[src/sync_length_xor_deframer_macros.svh]
// ----------------------------------------------------------------------------
// sync_length_xor_deframer assertion macros
// Shared property wrappers; every check uses clk and is off during rst_n low.
// ----------------------------------------------------------------------------
`ifndef SYNC_LENGTH_XOR_DEFRAMER_MACROS_SVH
`define SYNC_LENGTH_XOR_DEFRAMER_MACROS_SVH

// Same-cycle implication.
`define SLD_ASSERT_IMPL(label, ante, cons, msg) \
  label: assert property (@(posedge clk) disable iff (!rst_n) (ante) |-> (cons)) \
    else $error(msg);

// Next-cycle implication.
`define SLD_ASSERT_NEXT(label, ante, cons, msg) \
  label: assert property (@(posedge clk) disable iff (!rst_n) (ante) |=> (cons)) \
    else $error(msg);

`endif

[src/sld_pkg.sv]
// ----------------------------------------------------------------------------
// sld_pkg
// Types and constants shared by the deframer front end, queue and back end.
// ----------------------------------------------------------------------------
package sld_pkg;

  // Length counters cover the full range of the payload limit (up to 64).
  localparam int LEN_W = 7;

  localparam logic [7:0] SYNC_RESET = 8'd164;
  localparam logic [7:0] LEN_SAT_BYTE = 8'd63;
  localparam logic [5:0] PLEN_SAT = 6'd63;

  typedef enum logic [2:0] {
    PH_HUNT,
    PH_LEN,
    PH_ID,
    PH_DATA,
    PH_CHECK
  } phase_t;

  typedef enum logic [1:0] {
    ST_DATA    = 2'd0,
    ST_EMPTY   = 2'd1,
    ST_BADSUM  = 2'd2,
    ST_TOOLONG = 2'd3
  } status_t;

  // One frame outcome handed from the front end to the back end.
  typedef struct packed {
    status_t            status;
    logic [7:0]         id;
    logic [5:0]         plen;
    logic [LEN_W-1:0]   len;
    logic               bank;
  } cmd_t;

  typedef struct packed {
    logic full;
    logic empty;
  } q_stat_t;

  // Payload bank released by the back end after its last read.
  typedef struct packed {
    logic valid;
    logic bank;
  } bank_rel_t;

endpackage

[src/sld_ram.sv]
// ----------------------------------------------------------------------------
// sld_ram
// Generic single-write, single-read RAM with registered read data.
// ----------------------------------------------------------------------------
module sld_ram #(
  parameter int WIDTH = 8,
  parameter int DEPTH = 64
) (
  input  logic                     clk,
  input  logic                     we,
  input  logic [$clog2(DEPTH)-1:0] waddr,
  input  logic [WIDTH-1:0]         wdata,
  input  logic                     re,
  input  logic [$clog2(DEPTH)-1:0] raddr,
  output logic [WIDTH-1:0]         rdata
);

  logic [WIDTH-1:0] mem_r [DEPTH];
  logic [WIDTH-1:0] rdata_r;

  // Write port
  always_ff @(posedge clk) begin
    if (we) begin
      mem_r[waddr] <= wdata;
    end
  end

  // Read port, hold data while not enabled
  always_ff @(posedge clk) begin
    if (re) begin
      rdata_r <= mem_r[raddr];
    end
  end

  assign rdata = rdata_r;

endmodule

[src/sld_front.sv]
// ----------------------------------------------------------------------------
// sld_front
// Frame parser: hunts for sync, tracks length, id and running XOR, writes
// payload beats into a free RAM bank and posts one outcome per frame.
// ----------------------------------------------------------------------------
`include "sync_length_xor_deframer_macros.svh"

module sld_front #(
  parameter int MAX_PAYLOAD = 32
) (
  input  logic                            clk,
  input  logic                            rst_n,
  input  logic                            cfg_valid,
  input  logic [7:0]                      cfg_sync_value,
  input  logic                            in_valid,
  output logic                            in_ready,
  input  logic [7:0]                      in_rx_byte,
  output logic                            cmd_push,
  output sld_pkg::cmd_t                   cmd,
  input  sld_pkg::q_stat_t                q_stat,
  input  sld_pkg::bank_rel_t              rel,
  output logic                            ram_we,
  output logic [$clog2(MAX_PAYLOAD):0]    ram_waddr,
  output logic [7:0]                      ram_wdata
);

  import sld_pkg::*;

  localparam int AW = $clog2(MAX_PAYLOAD);

  phase_t           phase_r, phase_nxt;
  logic [7:0]       sync_r;
  logic [7:0]       xor_r;
  logic [7:0]       id_r;
  logic [LEN_W-1:0] len_r;
  logic [LEN_W-1:0] taken_r;
  logic             wbank_r;
  logic [1:0]       busy_r;
  logic [1:0]       busy_nxt;

  logic             accept;
  logic             too_long;
  logic             sum_bad;
  logic [LEN_W-1:0] taken_inc;

  assign accept    = in_valid && in_ready;
  assign too_long  = in_rx_byte > 8'(MAX_PAYLOAD);
  assign sum_bad   = in_rx_byte != xor_r;
  assign taken_inc = taken_r + LEN_W'(1);

  // Next phase
  always_comb begin
    phase_nxt = phase_r;
    if (accept) begin
      unique case (phase_r)
        PH_HUNT:  if (in_rx_byte == sync_r) phase_nxt = PH_LEN;
        PH_LEN:   phase_nxt = too_long ? PH_HUNT : PH_ID;
        PH_ID:    phase_nxt = (len_r == '0) ? PH_CHECK : PH_DATA;
        PH_DATA:  if (taken_inc >= len_r) phase_nxt = PH_CHECK;
        PH_CHECK: phase_nxt = PH_HUNT;
        default:  phase_nxt = PH_HUNT;
      endcase
    end
  end

  // Handshake, outcome and payload write
  always_comb begin
    in_ready    = 1'b1;
    cmd_push    = 1'b0;
    cmd.status  = ST_DATA;
    cmd.id      = id_r;
    cmd.plen    = len_r[5:0];
    cmd.len     = len_r;
    cmd.bank    = wbank_r;
    ram_we      = 1'b0;
    ram_waddr   = {wbank_r, taken_r[AW-1:0]};
    ram_wdata   = in_rx_byte;
    unique case (phase_r)
      PH_LEN: begin
        in_ready = !q_stat.full;
        cmd_push = accept && too_long;
        cmd.status = ST_TOOLONG;
        cmd.id     = '0;
        cmd.plen   = (in_rx_byte > LEN_SAT_BYTE) ? PLEN_SAT : in_rx_byte[5:0];
        cmd.len    = '0;
      end
      PH_DATA: begin
        in_ready = !busy_r[wbank_r];
        ram_we   = accept;
      end
      PH_CHECK: begin
        in_ready = !q_stat.full;
        cmd_push = accept;
        priority if (sum_bad) begin
          cmd.status = ST_BADSUM;
        end else if (len_r == '0) begin
          cmd.status = ST_EMPTY;
        end else begin
          cmd.status = ST_DATA;
        end
      end
      default: begin
        in_ready = 1'b1;
      end
    endcase
  end

  // Bank occupancy: free after the last read, claim on a good frame
  always_comb begin
    busy_nxt = busy_r;
    if (rel.valid) begin
      busy_nxt[rel.bank] = 1'b0;
    end
    if (cmd_push && cmd.status == ST_DATA) begin
      busy_nxt[wbank_r] = 1'b1;
    end
  end

  // Phase and bank bookkeeping
  always_ff @(posedge clk) begin
    if (!rst_n) begin
      phase_r <= PH_HUNT;
      sync_r  <= SYNC_RESET;
      wbank_r <= 1'b0;
      busy_r  <= '0;
    end else begin
      phase_r <= phase_nxt;
      busy_r  <= busy_nxt;
      if (cfg_valid) begin
        sync_r <= cfg_sync_value;
      end
      if (cmd_push && cmd.status == ST_DATA) begin
        wbank_r <= !wbank_r;
      end
    end
  end

  // Frame fields and running XOR
  always_ff @(posedge clk) begin
    if (!rst_n) begin
      xor_r   <= '0;
      id_r    <= '0;
      len_r   <= '0;
      taken_r <= '0;
    end else if (accept) begin
      unique case (phase_r)
        PH_HUNT: begin
          if (in_rx_byte == sync_r) xor_r <= in_rx_byte;
        end
        PH_LEN: begin
          if (!too_long) begin
            len_r <= LEN_W'(in_rx_byte);
            xor_r <= xor_r ^ in_rx_byte;
          end
        end
        PH_ID: begin
          id_r    <= in_rx_byte;
          xor_r   <= xor_r ^ in_rx_byte;
          taken_r <= '0;
        end
        PH_DATA: begin
          xor_r   <= xor_r ^ in_rx_byte;
          taken_r <= taken_inc;
        end
        default: begin
        end
      endcase
    end
  end

  // Checks
  `SLD_ASSERT_NEXT(a_check_to_hunt, accept && phase_r == PH_CHECK, phase_r == PH_HUNT, "check beat did not return to hunt")
  `SLD_ASSERT_IMPL(a_write_free_bank, ram_we, !busy_r[wbank_r], "payload write into a busy bank")

endmodule

[src/sld_cmd_q.sv]
// ----------------------------------------------------------------------------
// sld_cmd_q
// Two-entry queue of frame outcomes between the parser and the output side.
// ----------------------------------------------------------------------------
`include "sync_length_xor_deframer_macros.svh"

module sld_cmd_q (
  input  logic               clk,
  input  logic               rst_n,
  input  logic               push,
  input  sld_pkg::cmd_t      push_cmd,
  input  logic               pop,
  output sld_pkg::cmd_t      head,
  output sld_pkg::q_stat_t   stat
);

  import sld_pkg::*;

  localparam int DEPTH = 2;
  localparam int PW    = $clog2(DEPTH);
  localparam int CW    = $clog2(DEPTH + 1);

  cmd_t          mem_r [DEPTH];
  logic [PW-1:0] wp_r;
  logic [PW-1:0] rp_r;
  logic [CW-1:0] cnt_r;

  assign head       = mem_r[rp_r];
  assign stat.full  = cnt_r == CW'(DEPTH);
  assign stat.empty = cnt_r == '0;

  // Store entries
  always_ff @(posedge clk) begin
    if (push) begin
      mem_r[wp_r] <= push_cmd;
    end
  end

  // Advance pointers and fill count
  always_ff @(posedge clk) begin
    if (!rst_n) begin
      wp_r  <= '0;
      rp_r  <= '0;
      cnt_r <= '0;
    end else begin
      if (push) wp_r <= wp_r + PW'(1);
      if (pop)  rp_r <= rp_r + PW'(1);
      unique case ({push, pop})
        2'b10:   cnt_r <= cnt_r + CW'(1);
        2'b01:   cnt_r <= cnt_r - CW'(1);
        default: cnt_r <= cnt_r;
      endcase
    end
  end

  // Checks
  `SLD_ASSERT_IMPL(a_no_overflow, push, !stat.full || pop, "push into full outcome queue")
  `SLD_ASSERT_IMPL(a_no_underflow, pop, !stat.empty, "pop from empty outcome queue")

endmodule

[src/sld_back.sv]
// ----------------------------------------------------------------------------
// sld_back
// Output side: expands each frame outcome into result beats, reading
// payload bytes from the RAM through a two-stage stall-together pipeline.
// ----------------------------------------------------------------------------
`include "sync_length_xor_deframer_macros.svh"

module sld_back #(
  parameter int MAX_PAYLOAD = 32
) (
  input  logic                            clk,
  input  logic                            rst_n,
  input  sld_pkg::cmd_t                   head,
  input  sld_pkg::q_stat_t                q_stat,
  output logic                            pop,
  output sld_pkg::bank_rel_t              rel,
  output logic                            ram_re,
  output logic [$clog2(MAX_PAYLOAD):0]    ram_raddr,
  input  logic [7:0]                      ram_rdata,
  output logic                            out_valid,
  input  logic                            out_ready,
  output logic [1:0]                      out_status,
  output logic [7:0]                      out_message_id,
  output logic [5:0]                      out_payload_length,
  output logic [4:0]                      out_byte_index,
  output logic [7:0]                      out_payload_byte,
  output logic                            out_last
);

  import sld_pkg::*;

  localparam int AW = $clog2(MAX_PAYLOAD);

  logic [AW-1:0] idx_r;

  // Read stage
  logic          s1_v_r;
  logic          s1_data_r;
  status_t       s1_status_r;
  logic [7:0]    s1_id_r;
  logic [5:0]    s1_plen_r;
  logic [4:0]    s1_idx_r;
  logic          s1_last_r;

  // Output register
  logic          out_valid_r;
  status_t       out_status_r;
  logic [7:0]    out_id_r;
  logic [5:0]    out_plen_r;
  logic [4:0]    out_idx_r;
  logic [7:0]    out_byte_r;
  logic          out_last_r;

  logic advance;
  logic issue;
  logic is_data;
  logic last_item;

  assign advance   = !out_valid_r || out_ready;
  assign issue     = advance && !q_stat.empty;
  assign is_data   = head.status == ST_DATA;
  assign last_item = !is_data || (LEN_W'(idx_r) + LEN_W'(1) == head.len);
  assign pop       = issue && last_item;

  assign rel.valid = pop && is_data;
  assign rel.bank  = head.bank;

  assign ram_re    = issue && is_data;
  assign ram_raddr = {head.bank, idx_r};

  // Step through the payload of the head outcome
  always_ff @(posedge clk) begin
    if (!rst_n) begin
      idx_r <= '0;
    end else if (issue && is_data) begin
      idx_r <= last_item ? '0 : idx_r + AW'(1);
    end
  end

  // Read stage valid
  always_ff @(posedge clk) begin
    if (!rst_n) begin
      s1_v_r <= 1'b0;
    end else if (advance) begin
      s1_v_r <= issue;
    end
  end

  // Read stage fields
  always_ff @(posedge clk) begin
    if (issue) begin
      s1_data_r   <= is_data;
      s1_status_r <= head.status;
      s1_id_r     <= head.id;
      s1_plen_r   <= head.plen;
      s1_idx_r    <= is_data ? 5'(idx_r) : 5'd0;
      s1_last_r   <= last_item;
    end
  end

  // Output valid
  always_ff @(posedge clk) begin
    if (!rst_n) begin
      out_valid_r <= 1'b0;
    end else if (advance) begin
      out_valid_r <= s1_v_r;
    end
  end

  // Output fields, zero data on status results
  always_ff @(posedge clk) begin
    if (advance && s1_v_r) begin
      out_status_r <= s1_status_r;
      out_id_r     <= s1_id_r;
      out_plen_r   <= s1_plen_r;
      out_idx_r    <= s1_idx_r;
      out_byte_r   <= s1_data_r ? ram_rdata : 8'd0;
      out_last_r   <= s1_last_r;
    end
  end

  assign out_valid          = out_valid_r;
  assign out_status         = out_status_r;
  assign out_message_id     = out_id_r;
  assign out_payload_length = out_plen_r;
  assign out_byte_index     = out_idx_r;
  assign out_payload_byte   = out_byte_r;
  assign out_last           = out_last_r;

  // Checks
  `SLD_ASSERT_NEXT(a_stall_holds_s1, s1_v_r && !advance, s1_v_r, "read stage lost a beat under stall")
  `SLD_ASSERT_IMPL(a_release_on_last, rel.valid, last_item && is_data, "bank released before last read")

endmodule

[src/sync_length_xor_deframer.sv]
// ----------------------------------------------------------------------------
// sync_length_xor_deframer
// Sync / length / id / XOR-checksum deframer for a received byte stream.
// ----------------------------------------------------------------------------
// Use:
//   in_*   : one received byte per beat (valid/ready).
//   out_*  : result beats (valid/ready): payload bytes tagged with id, length,
//            index and last, or one status beat per empty or failed frame.
//   cfg_*  : write of the sync byte value; always ready, write only when idle.
// Throughput: one input byte per cycle, set by the parser stepping one byte a
//   cycle. Results drain at one beat per cycle while the receiver is ready,
//   through the single RAM read port. Payload sits in two RAM banks, so one
//   frame drains while the next is received; input stalls only when both
//   banks still hold undelivered payload, or when the two-entry outcome
//   queue is full at a length or check byte.
// Result path: once a frame's check byte (or over-long length byte) is taken,
//   its outcome passes the outcome queue, read stage and output register.
// Receiver stall: results hold in the output register; the parser keeps
//   taking bytes until the limits above.
// Reset: synchronous rst_n; parser returns to hunting, sync value to 164,
//   queue and pipeline empty. Payload RAM is not cleared.
// ----------------------------------------------------------------------------
module sync_length_xor_deframer #(
  parameter int MAX_PAYLOAD = 32
) (
  input  logic       clk,
  input  logic       rst_n,
  input  logic       cfg_valid,
  output logic       cfg_ready,
  input  logic [7:0] cfg_sync_value,
  input  logic       in_valid,
  output logic       in_ready,
  input  logic [7:0] in_rx_byte,
  output logic       out_valid,
  input  logic       out_ready,
  output logic [1:0] out_status,
  output logic [7:0] out_message_id,
  output logic [5:0] out_payload_length,
  output logic [4:0] out_byte_index,
  output logic [7:0] out_payload_byte,
  output logic       out_last
);

  import sld_pkg::*;

  localparam int AW = $clog2(MAX_PAYLOAD);

  logic          cmd_push;
  cmd_t          push_cmd;
  cmd_t          head;
  q_stat_t       q_stat;
  logic          pop;
  bank_rel_t     rel;
  logic          ram_we;
  logic [AW:0]   ram_waddr;
  logic [7:0]    ram_wdata;
  logic          ram_re;
  logic [AW:0]   ram_raddr;
  logic [7:0]    ram_rdata;

  assign cfg_ready = 1'b1;

  sld_front #(.MAX_PAYLOAD(MAX_PAYLOAD)) u_front (
    .clk            (clk),
    .rst_n          (rst_n),
    .cfg_valid      (cfg_valid),
    .cfg_sync_value (cfg_sync_value),
    .in_valid       (in_valid),
    .in_ready       (in_ready),
    .in_rx_byte     (in_rx_byte),
    .cmd_push       (cmd_push),
    .cmd            (push_cmd),
    .q_stat         (q_stat),
    .rel            (rel),
    .ram_we         (ram_we),
    .ram_waddr      (ram_waddr),
    .ram_wdata      (ram_wdata)
  );

  sld_cmd_q u_cmd_q (
    .clk      (clk),
    .rst_n    (rst_n),
    .push     (cmd_push),
    .push_cmd (push_cmd),
    .pop      (pop),
    .head     (head),
    .stat     (q_stat)
  );

  sld_ram #(.WIDTH(8), .DEPTH(2 ** (AW + 1))) u_ram (
    .clk   (clk),
    .we    (ram_we),
    .waddr (ram_waddr),
    .wdata (ram_wdata),
    .re    (ram_re),
    .raddr (ram_raddr),
    .rdata (ram_rdata)
  );

  sld_back #(.MAX_PAYLOAD(MAX_PAYLOAD)) u_back (
    .clk                (clk),
    .rst_n              (rst_n),
    .head               (head),
    .q_stat             (q_stat),
    .pop                (pop),
    .rel                (rel),
    .ram_re             (ram_re),
    .ram_raddr          (ram_raddr),
    .ram_rdata          (ram_rdata),
    .out_valid          (out_valid),
    .out_ready          (out_ready),
    .out_status         (out_status),
    .out_message_id     (out_message_id),
    .out_payload_length (out_payload_length),
    .out_byte_index     (out_byte_index),
    .out_payload_byte   (out_payload_byte),
    .out_last           (out_last)
  );

endmodule

[config.mk]
export PLATFORM = sky130hd
export DESIGN_NAME = sync_length_xor_deframer
export DESIGN_NICKNAME = d
export VERILOG_FILES = /design/src/sld_pkg.sv /design/src/sld_ram.sv /design/src/sld_front.sv /design/src/sld_cmd_q.sv /design/src/sld_back.sv /design/src/sync_length_xor_deframer.sv
export VERILOG_INCLUDE_DIRS = /design/src /design/src/src
export SDC_FILE = /design/constraint.sdc
export NUM_CORES = 1
export LEC_CHECK = 0
export BUFFER_PORTS_ARGS = -buffer_cell sky130_fd_sc_hd__buf_2
export CAP_MARGIN = 20
export CORE_ASPECT_RATIO = 1.1
export CORE_MARGIN = 2
export CORE_UTILIZATION = 60
export CTS_BUF_LIST = sky130_fd_sc_hd__clkbuf_2 sky130_fd_sc_hd__clkbuf_4 sky130_fd_sc_hd__clkbuf_8
export DETAILED_ROUTE_END_ITERATION = 7
export HOLD_SLACK_MARGIN = 0.02
export PLACE_DENSITY = 0.77
export SYNTH_ARGS = -nofsm -noshare
export SYNTH_HDL_FRONTEND = slang
export SYNTH_SLANG_ARGS = --single-unit
[constraint.sdc]
create_clock -name clk -period 4 [get_ports clk]
set_clock_uncertainty 0.15 [all_clocks]
set_input_delay 0.2 -clock clk [delete_from_list [all_inputs] [get_ports clk]]
set_output_delay 0.2 -clock clk [all_outputs]
set_load 0.02 [all_outputs]
==> metrics.log, run 1 <==
INFO  metric wirelength = 56.5 mm
INFO  metric worst_slack = 0.806 ns
INFO  metric grt_use_met2 = 0.412
INFO  metric die_area = 46200 µm²
INFO  metric final_layout_size_suffix_gt1_frac = 0.286
INFO  metric worst_pin_slew = 1.02 ns
INFO  metric timing_hold_violations_final = 0
INFO  metric synth_top_area_share = 0.698
INFO  metric power_frac_comb = 0.061
INFO  metric avgSynthCellArea = about 19 µm²
INFO  metric syn-instance-count = 1405
INFO  metric area_growth = 13.2%
INFO  metric intPower = 11.3 mW
INFO  metric critical_path_required = 4.13 ns
INFO  metric setup-violations-final = 0
INFO  metric setup_tns = 0 ns
INFO  metric synth_largest_area_cell = edfxtp_1
INFO  metric critical_path_arrival = 3.32 ns
INFO  metric min_path_type = primary input to flop
INFO  metric synth_top_flop_cell = edfxtp_1
INFO  metric clockRootBuffer = clkbuf_8
INFO  metric vdd_ir_drop_max = roughly 0.3 mV
INFO  metric half_perimeter_wire_length_after_placement = 35.2 mm
INFO  metric post_cts.repair.setup_buffers = 0
INFO  metric main_combinational_cell_family_by_area_after_synthesis = multiplexers
INFO  metric place_ws = 0.891 ns
INFO  metric multi_input_comb_area = 6510 µm²
INFO  metric h_tree_levels = 3
INFO  metric clock_sink_count = 677
INFO  metric ys_async_sr_fraction = 0
INFO  metric critPathCaptureType = flop
INFO  metric cap_viol_max_count = 0
INFO  metric crit_chain = mux2_4 > nor4_1 > buf_4 > nand3_1 > nor2_1
INFO  metric cp_max_fo = 10
INFO  metric seq_power_share = 0.553
INFO  metric antenna_left = 0
INFO  metric synth-xor-area-share = 0.0122
INFO  metric grt_max_degree = between 80 and 90
INFO  metric grt_antenna_before_repair = 2
INFO  metric fill_cells = 2818
INFO  metric cts_tree = yes
INFO  metric powerDensity = between 400 and 500 nW/µm²
INFO  metric synthAdderAreaFrac = 0.00468
INFO  metric chipHeight = 225 µm
INFO  metric min_period_over_period = 0.798
INFO  metric static_power_due_to_leakage = between 9 and 10 nW
INFO  metric gr-total-overflow = 0
INFO  metric design.core.area = ~44000 µm²
INFO  metric globalRouteTotalUtil = 0.254
INFO  metric max_transition_viols_final = 0
INFO  metric switching_share = 0.215
INFO  metric fmax = 0.313 GHz
INFO  metric numPortBuffers = 52
INFO  metric clk_transition_reported_paths = 0.06 ns
INFO  metric insertedDiodeCount = 0
INFO  metric clock_latency = 0.67 ns
INFO  metric synthesis.nets = 1436
INFO  metric synth_area = approximately 27000 µm²
INFO  metric cpPeakStageDelay = 0.80 ns
INFO  metric clock_power_share = 0.386
INFO  metric cts_buffers = 100
INFO  metric layout_min_cycle_time = around 3.2 ns
INFO  metric synth_mux_area_frac = 0.147
INFO  metric grt.busiest_layer = met2
INFO  metric type_of_the_setup_path_with_the_least_slack = flop to flop
INFO  metric p_total = between 10 and 15 mW
INFO  metric synth_compound_gate_area_share = 0.0324
INFO  metric detailedRoute.firstPassIterationCount = 7
INFO  metric buffers_from_clock_root_to_sink_at_most = 3
INFO  metric number_of_global_route_vias_before_repair = 14100
INFO  metric design.portCount = 54
INFO  metric route.detailed.drc = 0
INFO  metric grt_first_pass_wirelength = 85.2 mm
INFO  metric synth-edff-count = 621
INFO  metric critical_path.startpoint_type = flop
INFO  metric synth.cells.most_frequent = 621 x edfxtp_1, 152 x mux4_2, 111 x nor2_1
INFO  metric vias = 13700
INFO  metric power.net_switching = just over 3 mW
INFO  metric routabilityCongestion = 0.875
INFO  metric number_of_nets_in_the_layout = 1621
INFO  metric die-width = roughly 210 µm
INFO  metric dr.first_iter.drc_count = 1241
INFO  metric ys.warnings.count = 0
INFO  metric routed_via_density = 6.12
INFO  metric grt_setup_unrepaired = false
INFO  metric gr-usage-met3 = 0.0497
INFO  metric floorplan.initialDensity = 0.604
INFO  metric yosysSeqAreaShare = 0.740
INFO  metric ys_ff_latch = 677
INFO  metric final-seq-area = 19800 µm²
INFO  metric timing.slew.headroom = 0.318
INFO  metric synth.distinct_cells = 56
INFO  metric outcome = finished, final reports clean
INFO  metric synth_top_cells_by_area = edfxtp_1 70%, mux4_2 13%, dfxtp_1 4.2%, nor2_1 1.6%, mux2i_1 1.2%
INFO  metric post_drt_wl_per_cell = 25.2 µm
INFO  metric grt_met1_use = 0.337
INFO  metric post-synth-top-count-cell = edfxtp_1
INFO  metric core.rowCount = 81
INFO  metric yosys.area_share.simple = 0.0466
INFO  metric slowest_stage = nor2_1
-- final timing paths --
check | slack [ns] | cells after the start | to | startpoint
setup / recovery | 0.81 | 5 | u_ram.mem_r[38][7] | u_front.wbank_r
hold / removal | 0.1 | 1 | u_ram.mem_r[46][7] | in_rx_byte[7]
setup reg to reg | 0.81 | 5 | u_ram.mem_r[38][7] | u_front.wbank_r
hold reg to reg | 0.27 | 0 | u_back.out_message_id[6] | u_back.s1_id_r[6]
-- metal layers --
metal,vias to the layer above,part of all wire
li1,5992,-
met1,6981,0.38
met2,634,0.50
met3,118,0.081
met4,2,0.039
met5,-,0.00018
-- cell usage in the layout (no fill, tap or decap), types with 14 or more instances in the layout --
cell type	instances
a21oi_1	46
and2_1	24
buf_2	52
buf_4	80
clkbuf_4	32
clkbuf_8	105
clkinv_1	20
dfxtp_1	52
dlygate4sd3_1	29
edfxtp_1	621
mux2_2	16
mux2i_1	32
mux4_2	152
nand2_1	35
nand3_1	14
nor2_1	108
nor2b_1	17
o21ai_0	32
xor2_1	23
-- what timing repair did --
| item | in CTS | in global routing |
|---|---|---|
| hold buffers | 29 | 0 |
| endpoints found under the hold margin | 68 | 0 |
| gates resized for setup | 0 | 0 |
| endpoints found under the setup margin | 0 | 0 |
-- power by group through the flow --
stage	logic, mW	clock network (mW)	registers (mW)
floorplan	0.539	0	8.09
global placement	0.826	0	8.07
detailed placement	0.850	0	8.08
CTS	0.879	5.62	7.93
global route	0.945	5.90	7.94
finish	0.874	5.53	7.93
-- worst max-delay path: cells and delay by family, from the launching register on --
| kind | cells | cell delay [ns] |
|---|---|---|
| flip-flops | 1 | 0.53 |
| buffers and inverters | 1 | 0.19 |
| multiplexers | 1 | 0.36 |
| AND/OR/NAND/NOR | 3 | 1.57 |
-- area by class of cell --
type	instances	area share
inverters	14	0.00174
clock buffers	137	0.0557
multi-input cells	634	0.215
well taps	581	0.0240
flip-flops and latches	677	0.654
clock inverters	38	0.00972
repair buffers	163	0.0394
-- per-stage QoR --
step / instance area [µm²] / hold WS, ns / util / instances
finish: 30200 / 0.0968 / 0.684 / 2244
floorplan: 26700 / 0.149 / - / 1405
global placement: 28000 / 0.252 / 0.633 / 2040
detailed placement: 28000 / 0.256 / 0.633 / 2040
CTS: 30200 / 0.0624 / 0.684 / 2244
global route: 30200 / 0.0944 / 0.684 / 2244
-- sequential cells by signal (all words and copies together), names as in the netlist, 6 cells and up, named ones only --
register	flops
u_front.len_r	7
u_back.out_payload_length	6
u_cmd_q.mem_r	48
u_front.sync_r	8
u_front.xor_r	8
u_ram.rdata	8
u_back.out_payload_byte	8
u_front.taken_r	7
u_ram.mem_r	512
u_back.out_message_id	8
u_front.id_r	8
u_back.s1_plen_r	6
u_back.s1_id_r	8
-- logic make-up (layout without fill, tap and decap cells) --
family / after synthesis / count (layout)
simple gates: 252 / 252
fa+ha+maj: 10 / 10
flops: 677 / 677
compound gates: 136 / 136
other cells: 1 / 1
mux: 201 / 201
buf+inv: 94 / 352
xor+xnor: 34 / 34
No activity file was read; power rests on OpenSTA's default activity.
==> run 2: changes to the inputs <==
clock period = 3.1 ns   (was 4 ns; I/O delays follow)
==> run 2 against run 1 <==
Net effect: register-to-register slack got worse by 0.65 ns; clock-buffer cell count increased by 5; hold slack improved by 0.13 ns; global-route usage is 1.1 points higher; largest power group unchanged; first-iteration DRC count rose by 33%; sequential share of layout area decreased by 0.75 points; combinational power is 33% higher.
==> metrics.log, run 2 (synthesis gave the netlist of run 1 again) <==
INFO  metric outcome = finished, final reports clean
INFO  metric number_of_global_route_vias_before_repair = 14400 (+2.1%)
INFO  metric type_of_the_setup_path_with_the_least_slack = flop to flop
INFO  metric design.portCount = 54 (unchanged)
INFO  metric clk_transition_reported_paths = 0.06 ns (about the same)
INFO  metric clock_latency = 0.71 ns (+0.04 ns)
INFO  metric setup_tns = 0 ns (unchanged)
INFO  metric min_path_type = primary input to flop
INFO  metric floorplan.initialDensity = 0.604 (unchanged)
INFO  metric wirelength = 58.4 mm (+3.4%)
INFO  metric die_area = 46200 µm² (unchanged)
INFO  metric clockRootBuffer = clkbuf_8
INFO  metric gr-usage-met3 = 0.0539 (+0.00419)
INFO  metric critical_path_required = 3.57 ns (-0.56 ns)
INFO  metric globalRouteTotalUtil = 0.265 (+0.0110)
INFO  metric cpPeakStageDelay = 0.37 ns (-0.43 ns)
INFO  metric static_power_due_to_leakage = 9.92 nW (+2.0%)
INFO  metric number_of_nets_in_the_layout = 1660 (+2.4%)
INFO  metric p_total = 18.4 mW (+28%)
INFO  metric worst_pin_slew = 0.831 ns (-0.191 ns)
INFO  metric chipHeight = 225 µm (unchanged)
INFO  metric largest_reg_flops = 512 (unchanged)
INFO  metric setup-violations-final = 0 (unchanged)
INFO  metric half_perimeter_wire_length_after_placement = 37.5 mm (+6.5%)
INFO  metric final_cells = 2292 (+2.1%)
INFO  metric grt.busiest_layer = met2
INFO  metric dr.first_iter.drc_count = 1655 (+33%)
INFO  metric die-width = 205 µm (unchanged)
INFO  metric vdd_ir_drop_max = 0.334 mV (+13%)
INFO  metric grt_use_met2 = 0.425 (+0.0132)
INFO  metric cts_tree = yes
INFO  metric grt_antenna_before_repair = 4 (+2)
INFO  metric most_common_cell_after_layout_fill_and_taps_aside = edfxtp_1
INFO  metric grt_met1_use = 0.354 (+0.0168)
INFO  metric cap_viol_max_count = 0 (unchanged)
INFO  metric final-seq-area = 19800 µm² (unchanged)
INFO  metric crit_chain = ha_1 > and3_1 > xnor3_1 > or2_1 > nor4_4 > o21a_1 > ha_1 > or3_1 > a21oi_1
INFO  metric routabilityCongestion = 0.854 (-2.4%)
INFO  metric multi_input_comb_area = 6510 µm² (unchanged)
INFO  metric layout_top_registers = u_ram.mem_r: 512 flops, u_cmd_q.mem_r: 48 flops
INFO  metric timing_hold_violations_final = 0 (unchanged)
INFO  metric grt_setup_unrepaired = false
INFO  metric cpLargestDelayFamily = simple AND/OR/NAND/NOR gates
INFO  metric grt_first_pass_wirelength = 88.4 mm (+3.8%)
INFO  metric fmax = 0.340 GHz (+8.5%)
INFO  metric slowest_stage = dfxtp_4
INFO  metric buffers_from_clock_root_to_sink_at_most = 3 (unchanged)
INFO  metric cts.repair.resized = 0 (unchanged)
INFO  metric max_transition_viols_final = 0 (unchanged)
INFO  metric cells_after_dpl = 2076 (+1.8%)
INFO  metric h_tree_levels = 3 (unchanged)
INFO  metric antenna_left = 0 (unchanged)
INFO  metric gr-total-overflow = 0 (unchanged)
INFO  metric critical_path.startpoint_type = flop
INFO  metric ctsHoldBuffers = 32 (+10%)
INFO  metric design.core.area = 44200 µm² (unchanged)
INFO  metric powerDensity = 602 nW/µm² (+27%)
INFO  metric post_drt_wl_per_cell = 25.5 µm (+1.3%)
INFO  metric layout_min_cycle_time = 2.94 ns (-0.251 ns)
INFO  metric area_growth = 14.5%
INFO  metric layout.cells.most_common_list = 621 x edfxtp_1, 152 x mux4_2, 111 x buf_4
INFO  metric vias = 14100 (+3.0%)
INFO  metric detailedRoute.firstPassIterationCount = 5 (-2)
INFO  metric final_layout_size_suffix_gt1_frac = 0.303 (+0.0175)
INFO  metric largest-register = u_ram.mem_r
INFO  metric numPortBuffers = 52 (unchanged)
INFO  metric post_cts.repair.setup_buffers = 0 (unchanged)
INFO  metric critPathCaptureType = flop
INFO  metric clock_sink_count = 677 (unchanged)
INFO  metric route.detailed.drc = 0 (unchanged)
INFO  metric timing.slew.headroom = 0.445 (+0.127)
INFO  metric cts_buffers = 100 (unchanged)
INFO  metric core.rowCount = 81 (unchanged)
INFO  metric min_period_over_period = 0.949 (+0.151)
INFO  metric fill_cells = 2681 (-4.9%)
INFO  metric crit_buf_inv = 0 (-1)
INFO  metric cp_max_fo = 4 (-6)
INFO  metric routed_via_density = 6.17 (+0.83%)
INFO  metric worst_path_most_repeated_cell = ha_1
INFO  metric critical_path_arrival = 3.41 ns (+0.09 ns)
INFO  metric grt_max_degree = 68 (-16%)
run 2: final cells by class:
type                    count  share of cell area
diodes                      2            0.000164
clock inverters            40             0.00802
inverters                  14             0.00172
clock buffers             142              0.0561
repair buffers            202              0.0508
flip-flops and latches    677               0.647
multi-input cells         634               0.213
well taps                 581              0.0238
run 2: worst register-to-register path, cell delays in order, from the launching register on:
cell,delay [ns]
dfxtp_4,0.37
ha_1,0.24
and3_1,0.23
xnor3_1,0.32
or2_1,0.25
nor4_4,0.30
o21a_1,0.23
ha_1,0.29
or3_1,0.35
a21oi_1,0.14
run 2: worst paths after layout:
check / start / endpoint / slack [ns] / cells after the start
setup / recovery: u_back.idx_r[0] / u_cmd_q.cnt_r[1] / 0.16 / 9
hold / removal: out_ready / u_back.out_valid / 0.23 / 5
setup reg to reg: u_back.idx_r[0] / u_cmd_q.cnt_r[1] / 0.16 / 9
hold reg to reg: u_back.s1_idx_r[2] / u_back.out_byte_index[2] / 0.27 / 0
run 2: per-layer routing:
metal | up-vias | wire [µm]
met5 | - | 14
met2 | 733 | 29000
met4 | 2 | 2320
met1 | 7192 | 22000
li1 | 6080 | -
met3 | 130 | 5060
run 2: through the flow:
stage	hold slack (ns)	instance area [µm²]	setup slack, ns	utilization
2_1_floorplan	0.104	26700	0.119	-
3_3_place_gp	0.225	28300	0.186	0.641
3_5_place_dp	0.234	28300	0.153	0.641
4_1_cts	0.173	30600	0.132	0.692
5_1_grt	0.234	30600	0.0260	0.692
6_report	0.225	30600	0.158	0.692
run 2: power by group:
| part | leakage (nW) | switching [mW] | internal (mW) |
|---|---|---|---|
| Clock | 1.04 | 3.28 | 3.74 |
| Combinational | 2.78 | 0.679 | 0.483 |
| Sequential | 6.10 | 0.0762 | 10.2 |
| Total | 9.92 | 4.04 | 14.4 |
==> run 3: changes to the inputs <==
ABC_AREA = 1   (was default)
REMOVE_ABC_BUFFERS = 1   (was default)
==> run 3 against run 2 <==
Net effect: clock-buffer cell count decreased by 6; utilization decreased by 0.47 points; via count increased by 35%; critical path depth increased by 4; clock power increased by 5.7%; non-clock buffer count decreased by 8; largest power group unchanged.
==> metrics.log, run 3 <==
INFO  metric synth.distinct_cells = 39 (-30%)
INFO  metric cts.repair.resized = 0 (unchanged)
INFO  metric numPortBuffers = 52 (unchanged)
INFO  metric synth_top_area_share = 0.678 (-0.0205)
INFO  metric vdd_ir_drop_max = 0.320 mV (-4.0%)
INFO  metric grt_setup_unrepaired = false
INFO  metric timing.slew.headroom = 0.246 (-0.199)
INFO  metric layout_min_cycle_time = 2.84 ns (-0.0990 ns)
INFO  metric powerDensity = 677 nW/µm² (+13%)
INFO  metric post-synth-top-count-cell = edfxtp_1
INFO  metric ys.warnings.count = 0 (unchanged)
INFO  metric synth_top_cells_by_area = edfxtp_1 68%, nor2_1 5.5%, o21ai_0 5.4%, nand2_1 5.2%, dfxtp_1 4.1%
INFO  metric setup_tns = 0 ns (unchanged)
INFO  metric post_drt_wl_per_cell = 20.7 µm (-19%)
INFO  metric route.detailed.drc = 0 (unchanged)
INFO  metric grt_antenna_before_repair = 0 (-4)
INFO  metric antenna_left = 0 (unchanged)
INFO  metric multi_input_comb_area = 6820 µm² (+4.7%)
INFO  metric final-seq-area = 19800 µm² (about the same)
INFO  metric critical_path_required = 3.51 ns (-0.06 ns)
INFO  metric ys_async_sr_fraction = 0 (unchanged)
INFO  metric number_of_nets_in_the_layout = 2556 (+54%)
INFO  metric finish.utilization = 0.688 (-0.00472)
INFO  metric routed_via_density = 5.95 (-3.5%)
INFO  metric clock_sink_count = 677 (unchanged)
INFO  metric yosysSeqAreaShare = 0.718 (-0.0218)
INFO  metric synth_top_flop_cell = edfxtp_1
INFO  metric h_tree_levels = 3 (unchanged)
INFO  metric detailedRoute.firstPassIterationCount = 6 (+1)
INFO  metric die-width = 208 µm (+1.5%)
INFO  metric most_common_cell_after_layout_fill_and_taps_aside = edfxtp_1
INFO  metric final_layout_size_suffix_gt1_frac = 0.139 (-0.164)
INFO  metric setup-violations-final = 0 (unchanged)
INFO  metric dr.first_iter.drc_count = 2314 (+40%)
INFO  metric min_period_over_period = 0.917 (-0.0319)
INFO  metric min_path_type = primary input to flop
INFO  metric die_area = 47600 µm² (+3.0%)
INFO  metric synth-edff-count = 621 (unchanged)
INFO  metric grt_first_pass_wirelength = 102 mm (+15%)
INFO  metric grt_max_degree = 119 (+75%)
INFO  metric outcome = finished, final reports clean
INFO  metric critical_path_arrival = 3.25 ns (-0.16 ns)
INFO  metric wirelength = 66.2 mm (+13%)
INFO  metric critical_path.startpoint_type = flop
INFO  metric insertedDiodeCount = 0 (-2)
INFO  metric cts_buffers = 98 (-2.0%)
INFO  metric largest_reg_flops = 512 (unchanged)
INFO  metric design.core.area = 45500 µm² (+2.9%)
INFO  metric critPathCaptureType = flop
INFO  metric clockRootBuffer = clkbuf_8
INFO  metric floorplan.initialDensity = 0.605 (+0.00100)
INFO  metric timing_hold_violations_final = 0 (unchanged)
INFO  metric layout.cells.most_common_list = 621 x edfxtp_1, 398 x nor2_1, 381 x nand2_1
INFO  metric design.portCount = 54 (unchanged)
INFO  metric largest-register = u_ram.mem_r
INFO  metric type_of_the_setup_path_with_the_least_slack = flop to flop
INFO  metric fmax = 0.352 GHz (+3.5%)
INFO  metric vias = 19000 (+35%)
INFO  metric static_power_due_to_leakage = 11.3 nW (+14%)
INFO  metric clk_transition_reported_paths = 0.06 ns (about the same)
INFO  metric fin_area = 31300 µm² (+2.2%)
INFO  metric worst_pin_slew = 1.13 ns (+0.298 ns)
INFO  metric gr-total-overflow = 0 (unchanged)
INFO  metric hold_slack = 0.115 ns (-0.110 ns)
INFO  metric syn-instance-count = 2364 (+68%)
INFO  metric cp_max_fo = 16 (+12)
INFO  metric core.rowCount = 82 (+1.2%)
INFO  metric layout_top_registers = u_ram.mem_r: 512 flops, u_cmd_q.mem_r: 48 flops
INFO  metric synth_area = 27500 µm² (+3.0%)
INFO  metric synth.cells.most_frequent = 621 x edfxtp_1, 401 x nor2_1, 381 x nand2_1
INFO  metric cts_tree = yes
INFO  metric half_perimeter_wire_length_after_placement = 39.7 mm (+6.0%)
INFO  metric fill_cells = 3115 (+16%)
INFO  metric place_area = 28800 µm² (+1.8%)
INFO  metric buffers_from_clock_root_to_sink_at_most = 3 (unchanged)
INFO  metric cap_viol_max_count = 0 (unchanged)
INFO  metric max_transition_viols_final = 0 (unchanged)
INFO  metric avgSynthCellArea = 11.6 µm² (-39%)
INFO  metric number_of_global_route_vias_before_repair = 18500 (+28%)
INFO  metric ys_ff_latch = 677 (unchanged)
INFO  metric clock_latency = 0.70 ns (about the same)
INFO  metric globalRouteTotalUtil = 0.280 (+0.0151)
INFO  metric synth_largest_area_cell = edfxtp_1
INFO  metric routabilityCongestion = 0.929 (+8.9%)
INFO  metric area_growth = 13.6%
INFO  metric chipHeight = 229 µm (+1.5%)
## run 3: per-layer routing
metal,vias to the layer above,wire length (µm),global-route usage
met2,1096,31900,0.462
met4,0,2470,0.124
met3,180,6470,0.0496
li1,8717,-,-
met1,9028,25300,0.368
met5,-,0,0
## run 3: cell type report
| class | instances | share of cell area |
|---|---|---|
| Multi-Input combinational cell | 1462 | 0.218 |
| Timing Repair Buffer | 194 | 0.0477 |
| Clock inverter | 47 | 0.0135 |
| Inverter | 92 | 0.0112 |
| Clock buffer | 136 | 0.0531 |
| Tap cell | 588 | 0.0235 |
| Sequential cell | 677 | 0.633 |
## run 3: path summary, 6_finish.rpt
path,start,cells after the start,slack [ns],endpoint
max,u_back.idx_r[3],13,0.26,u_cmd_q.cnt_r[1]
min,in_rx_byte[3],8,0.12,u_front.xor_r[0]
max reg2reg,u_back.idx_r[3],13,0.26,u_cmd_q.cnt_r[1]
min reg2reg,u_back.s1_id_r[1],0,0.27,u_back.out_message_id[1]
## run 3: kinds of logic (layout without fill, tap and decap cells)
logic type / Yosys count / after routing / share of synthesized area
other: 1 / 1 / 0.000136
buffers and inverters: 225 / 469 / 0.0344
adder cells (fa/ha/maj): 10 / 10 / 0.00455
flip-flops: 677 / 677 / 0.718
AO/OA/AOI/OAI: 468 / 468 / 0.0911
AND/OR/NAND/NOR: 964 / 964 / 0.145
XOR/XNOR: 19 / 19 / 0.00605
## run 3: repair_timing
item                                   CTS  global route
setup buffers                            0             0
endpoints found under the hold margin  126             0
hold buffers                            36             0
## run 3: worst max-delay path, stage by stage (launching register included)
cell     delay (ns)
dfxtp_1        0.73
nand3_1        0.19
nand2_1        0.15
nand2_1        0.08
nand2_1        0.06
nand2_1        0.05
nor2_1         0.11
nand3_2        0.16
a21oi_1        0.20
ha_1           0.28
a21oi_1        0.15
o21ai_0        0.14
o21ai_0        0.19
a21oi_1        0.06
## run 3: metrics by stage
stage	setup slack [ns]	instances	power [mW]
after global placement	0.454	2977	13.7
final	0.257	3196	21.2
after CTS	0.323	3196	21.2
after global routing	0.0582	3196	22.0
after detailed placement	0.352	2977	13.8
after floorplan	-6.41	2231	12.8
## run 3: report_power, final
part	total [mW]	switching, mW	internal (mW)
Clock	7.42	3.29	4.14
Sequential	10.7	0.167	10.5
Combinational	3.07	2.23	0.841
